**src/rtl/src_pkg.sv**
```systemverilog
`timescale 1ns / 1ps

package src_pkg;

    // Item kinds carried on s_tuser
    localparam logic [1:0] KIND_PROBE  = 2'd0;
    localparam logic [1:0] KIND_STORE  = 2'd1;
    localparam logic [1:0] KIND_NEWAGE = 2'd2;
    localparam logic [1:0] KIND_CLEAR  = 2'd3;

    // Stored bound codes
    localparam logic [1:0] BOUND_EXACT = 2'd0;
    localparam logic [1:0] BOUND_LOWER = 2'd1;
    localparam logic [1:0] BOUND_UPPER = 2'd2;

    localparam int KEY_W   = 64;
    localparam int SCORE_W = 16;
    localparam int DEPTH_W = 6;
    localparam int AGE_W   = 16;
    localparam int BOUND_W = 2;
    localparam int MOVE_W  = 16;
    localparam int KIND_W  = 2;

    localparam int S_TDATA_W = 136;
    localparam int M_TDATA_W = 40;

    // Input item fields, highest bits first in s_tdata
    typedef struct packed {
        logic [MOVE_W-1:0]         move_code;
        logic [BOUND_W-1:0]        bound_kind;
        logic signed [SCORE_W-1:0] window_high;
        logic signed [SCORE_W-1:0] window_low;
        logic [DEPTH_W-1:0]        ply_depth;
        logic signed [SCORE_W-1:0] entry_score;
        logic [KEY_W-1:0]          position_key;
    } item_t;

    // One table slot
    typedef struct packed {
        logic [KEY_W-1:0]          key;
        logic signed [SCORE_W-1:0] score;
        logic [DEPTH_W-1:0]        depth;
        logic [AGE_W-1:0]          age;
        logic [BOUND_W-1:0]        bound;
        logic [MOVE_W-1:0]         move;
    } slot_t;

    // Controller to datapath
    typedef struct packed {
        logic load;    // take the input item, start the slot read
        logic exec;    // carry out the held item this cycle
        logic clr_wr;  // write an empty slot at the sweep index
    } cmd_t;

    // Datapath to controller
    typedef struct packed {
        logic [KIND_W-1:0] kind;      // kind of the held item
        logic              out_free;  // result register can take an item
        logic              clr_last;  // sweep index at the last slot
    } sts_t;

endpackage

```
**src/rtl/src_ctrl.sv**
```systemverilog
`timescale 1ns / 1ps

module src_ctrl (
    input  logic          aclk,
    input  logic          aresetn,
    input  logic          s_tvalid,
    output logic          s_tready,
    input  src_pkg::sts_t sts,
    output src_pkg::cmd_t cmd
);

    typedef enum logic [2:0] {
        ST_CLEAR = 3'b001,
        ST_IDLE  = 3'b010,
        ST_EXEC  = 3'b100
    } state_t;

    state_t state_reg;
    state_t state_next;

    // State register; reset starts a clearing sweep
    always_ff @(posedge aclk) begin
        if (!aresetn) begin
            state_reg <= ST_CLEAR;
        end else begin
            state_reg <= state_next;
        end
    end

    // Next state and commands
    always_comb begin
        state_next = state_reg;
        cmd        = '0;
        s_tready   = 1'b0;
        case (state_reg)
            ST_CLEAR: begin
                cmd.clr_wr = 1'b1;
                if (sts.clr_last) begin
                    state_next = ST_IDLE;
                end
            end
            ST_IDLE: begin
                s_tready = 1'b1;
                if (s_tvalid) begin
                    cmd.load   = 1'b1;
                    state_next = ST_EXEC;
                end
            end
            ST_EXEC: begin
                // a probe waits for room in the result register
                if (sts.kind != src_pkg::KIND_PROBE || sts.out_free) begin
                    cmd.exec = 1'b1;
                    if (sts.kind == src_pkg::KIND_CLEAR) begin
                        state_next = ST_CLEAR;
                    end else begin
                        state_next = ST_IDLE;
                    end
                end
            end
            default: begin
                state_next = ST_CLEAR;
            end
        endcase
    end

endmodule

```
**config.mk**
```make
export PLATFORM = sky130hd
export DESIGN_NAME = src_ctrl
export DESIGN_NICKNAME = d
export VERILOG_FILES = /design/src/rtl/src_pkg.sv /design/src/rtl/src_ctrl.sv
export SDC_FILE = /design/constraint.sdc
export NUM_CORES = 1
export LEC_CHECK = 0
export ABC_AREA = 1
export BUFFER_PORTS_ARGS = -buffer_cell sky130_fd_sc_hd__buf_2
export CAP_MARGIN = 20
export CORE_AREA = 5 5 42 44
export CTS_CLUSTER_SIZE = 12
export DETAILED_ROUTE_END_ITERATION = 12
export DIE_AREA = 0 0 47 49
export GPL_TIMING_DRIVEN = 0
export PLACE_DENSITY = 0.37
export SYNTH_ARGS = -nofsm -noshare
export SYNTH_HDL_FRONTEND = slang
export SYNTH_SLANG_ARGS = --single-unit
```
**constraint.sdc**
```tcl
create_clock -name aclk -period 1.16 [get_ports aclk]
set_input_delay 0.232 -clock aclk [delete_from_list [all_inputs] [get_ports aclk]]
set_output_delay 0.232 -clock aclk [all_outputs]
set_load 0.1 [all_outputs]
```
==> run summary <==
For this run, the detailed router's first-pass iteration total came to 1. The number of H-tree levels is 1. The via count of the first global-routing pass came out at roughly 270. The final number of hold-violating endpoints is 0. The per-cell via count in the routed design is around 3.8. For the worst-skew pair, the clock arrives at the later sink with an insertion delay of 230 ps.

The number of distinct library cells after synthesis is 12. The number of maximum-capacitance violations came out at 0. Setup violations remaining at the end of the flow were counted as 4.

Power spread over the standard cell area amounts to between 1500 and 2000 nW/um^2. The relative slew slack came out at 0.828. The area growth from synthesis to layout is 108%.

The largest net degree at the start of global routing came out at 6. The post-synthesis cell type with the largest combined area is sky130_fd_sc_hd__dfxtp_1. The measured slew at the worst slew-check pin came out at 257 ps. The required time of the critical path is approximately 930 ps. After synthesis, the share of flip-flops with an asynchronous set or reset is 0. The share of the cycle needed by the critical path after routing came out at 1.23.

After layout, the minimum clock period comes to around 1400 ps. The tightest min-delay check is of the primary input to flip-flop type. The largest incremental delay on the critical path came out at 320 ps.

The total I/O pin count came out at 11. The clock transition at the register clock pins on the worst setup and hold paths after CTS is approximately 40 ps. The detailed placer's ending HPWL came out at between 400 and 500 um. The register with the most flip-flops in the layout has 3 of them.

The width of the die came out at ~47 um. Clock tree synthesis inserted a total of 3 buffers. The count of nets left with antenna violations once routing finished came out at 0. The fraction of layout cells with a size suffix above 1 came out at 0.589.

The count of input and output buffers is 10. The arrival time of data at the critical path endpoint is roughly 1200 ps. The largest fanout on the critical path is 3. On the final layout, the worst clock skew is about 1.5 ps. The residual DRC count is 0. The worst-case IR drop observed on VDD is about 0.51 mV. The synthesized area per cell is ~5.8 um^2.

The final net count is 64. Timing analysis after detailed placement gives a worst setup slack of -241 ps. After floorplanning, the core was divided into 14 placement rows. Among all stages on the critical path, the largest delay is contributed by sky130_fd_sc_hd__dfxtp_2. The share of the synthesized area in the top cell type came out at 0.279. TritonCTS built the clock tree. The initial antenna violation count is 0. The critical path endpoint category is an output pin. For this design, the CTS-stage hold fixing added 0 buffers.

Setup repair after global routing could not meet its margin everywhere. The maximum achievable frequency came out at roughly 700 MHz. The cell with the most instances after synthesis is sky130_fd_sc_hd__nand2_1.

Traced cell by cell, the critical path runs through inv_2 > nor2_2 > nand2_2 > clkinvlp_4 > nand2_4 > clkinvlp_4 > buf_12. The floorplan step defined a die boundary enclosing approximately 2300 um^2. The global-route usage over all layers came out at 0.0619. The number of violations reported at the end of detailed-routing iteration 0 came out at 0. The number of diodes added for antenna fixing came out at 0. The starting density of the core came out at 0.154. The core outline area came out at between 1000 and 1500 um^2. The sort of element at the start of the critical path is a flip-flop. The number of vias in the routed layout is 276. The cell at the root of the clock tree is sky130_fd_sc_hd__clkbuf_4. Yosys mapped a number of flops with a built-in enable equal to 0. The number of fillers in the final layout is 166. The final-report max-slew violation count is 0. The share of the Yosys chip area taken by registers is 0.279. The worst setup path is of the flip-flop to output pin kind. Once layout is complete, the utilization of the core stands at 0.319. The number of standard cells after synthesis is 37. Global routing finished with a remaining overflow of 0. The count of synthesis-stage warnings from yosys is 0. The leakage power is around 0.22 nW. The count of clock tree sinks came out at 3.

The total detailed-routing wirelength is roughly 580 um. Measured along the y axis, the die boundary spans between 40 and 50 um. The final total negative setup slack came out at -807 ps. When the netlist entered floorplanning its net count stood at 44. Yosys attributes the largest share of cell area to sky130_fd_sc_hd__dfxtp_1 28%, sky130_fd_sc_hd__nand2_1 19%, sky130_fd_sc_hd__inv_1 17%. The most instantiated flip-flop cell in the synthesis netlist is sky130_fd_sc_hd__dfxtp_1. The checks that failed: setup timing. The buffer levels on the longest clock path is 2. The cell area after synthesis came out at 215 um^2. The overall power after layout came out at 0.745 mW.

The slack of the critical path came out at -267 ps. The per-cell routed wire length is ~8.0 um. The run finished, with violations left. The first-pass GRT wire length is approximately 970 um. The register bit total from synthesis came out at 3. Counting stages on the worst path, the most repeated cell is sky130_fd_sc_hd__clkinvlp_4. The final estimated routing congestion in global placement came out at around 0.65. The instance area at placement came out at ~320 um^2. The post-layout instance area came out at around 450 um^2. Counting instances in the post-synthesis netlist gives the leading cell types as 11 x sky130_fd_sc_hd__nand2_1, 10 x sky130_fd_sc_hd__inv_1, 5 x sky130_fd_sc_hd__nor2_1, 3 x sky130_fd_sc_hd__dfxtp_1.
## path summary, 6_finish.rpt
| kind | from | end | slack [ps] | depth (start not counted) |
|---|---|---|---|---|
| max | state_reg[1] | cmd[2] | -270 | 7 |
| min | aresetn | state_reg[1] | 230 | 3 |
| max reg2reg | state_reg[0] | state_reg[1] | 100 | 8 |
| min reg2reg | state_reg[0] | state_reg[2] | 580 | 3 |
## power by group
group | leakage, nW | internal [mW] | total (mW) | switching [mW]
combinational | 0.181 | 0.158 | 0.416 | 0.258
sequential | 0.0256 | 0.129 | 0.150 | 0.0215
clock | 0.0150 | 0.129 | 0.179 | 0.0500
total | 0.221 | 0.415 | 0.745 | 0.330
## worst max-delay path, delay by kind of cell, from the launching register on
| family | cells | cell delay, ps |
|---|---|---|
| AND/OR/NAND/NOR | 3 | 210 |
| flip-flops | 1 | 320 |
| buffers and inverters | 4 | 440 |
## per-stage QoR
stage,hold WS [ps],std cells
floorplan,330,37
detailed placement,466,63
global route,237,72
global placement,462,63
finish,232,72
CTS,221,71
## what timing repair did
item                       4_1_cts  5_1_grt
buffers inserted                 4        1
resized for setup               16        1
pin swaps                        3        1
setup endpoints to repair        4        4
## cell usage in the layout, fill, tap and decap left out, drive strengths merged
cell and n:
buf 15, nand2 12, inv 7, nor2 6, clkbuf 4, clkinvlp 3
dfxtp 3, nand3 2, a21boi 1, nand4 1, o21bai 1, o2111ai 1
## area by class of cell
cell class,instances,area [um^2],area share
well taps,16,20.0,0.0448
inverters,10,48.8,0.109
flip-flops and latches,3,66.3,0.148
multi-input cells,24,138,0.308
clock buffers,4,26.3,0.0588
repair buffers,15,148,0.331
## metal layers
layer	global-route usage	wire length (um)	vias to the layer above
met2	0.0950	312	7
met1	0.0526	227	118
li1	-	-	149
met4	0.0691	12	0
met3	0.0258	26	2
met5	0	0	-
## logic make-up (layout without fill, tap and decap cells)
kind of cell	Yosys count	count (layout)	share of synthesized area
buffers and inverters	10	29	0.174
AND/OR/NAND/NOR	21	21	0.436
AO/OA/AOI/OAI	3	3	0.110
flip-flops	3	3	0.279
Power figures use the tool's default switching activity.
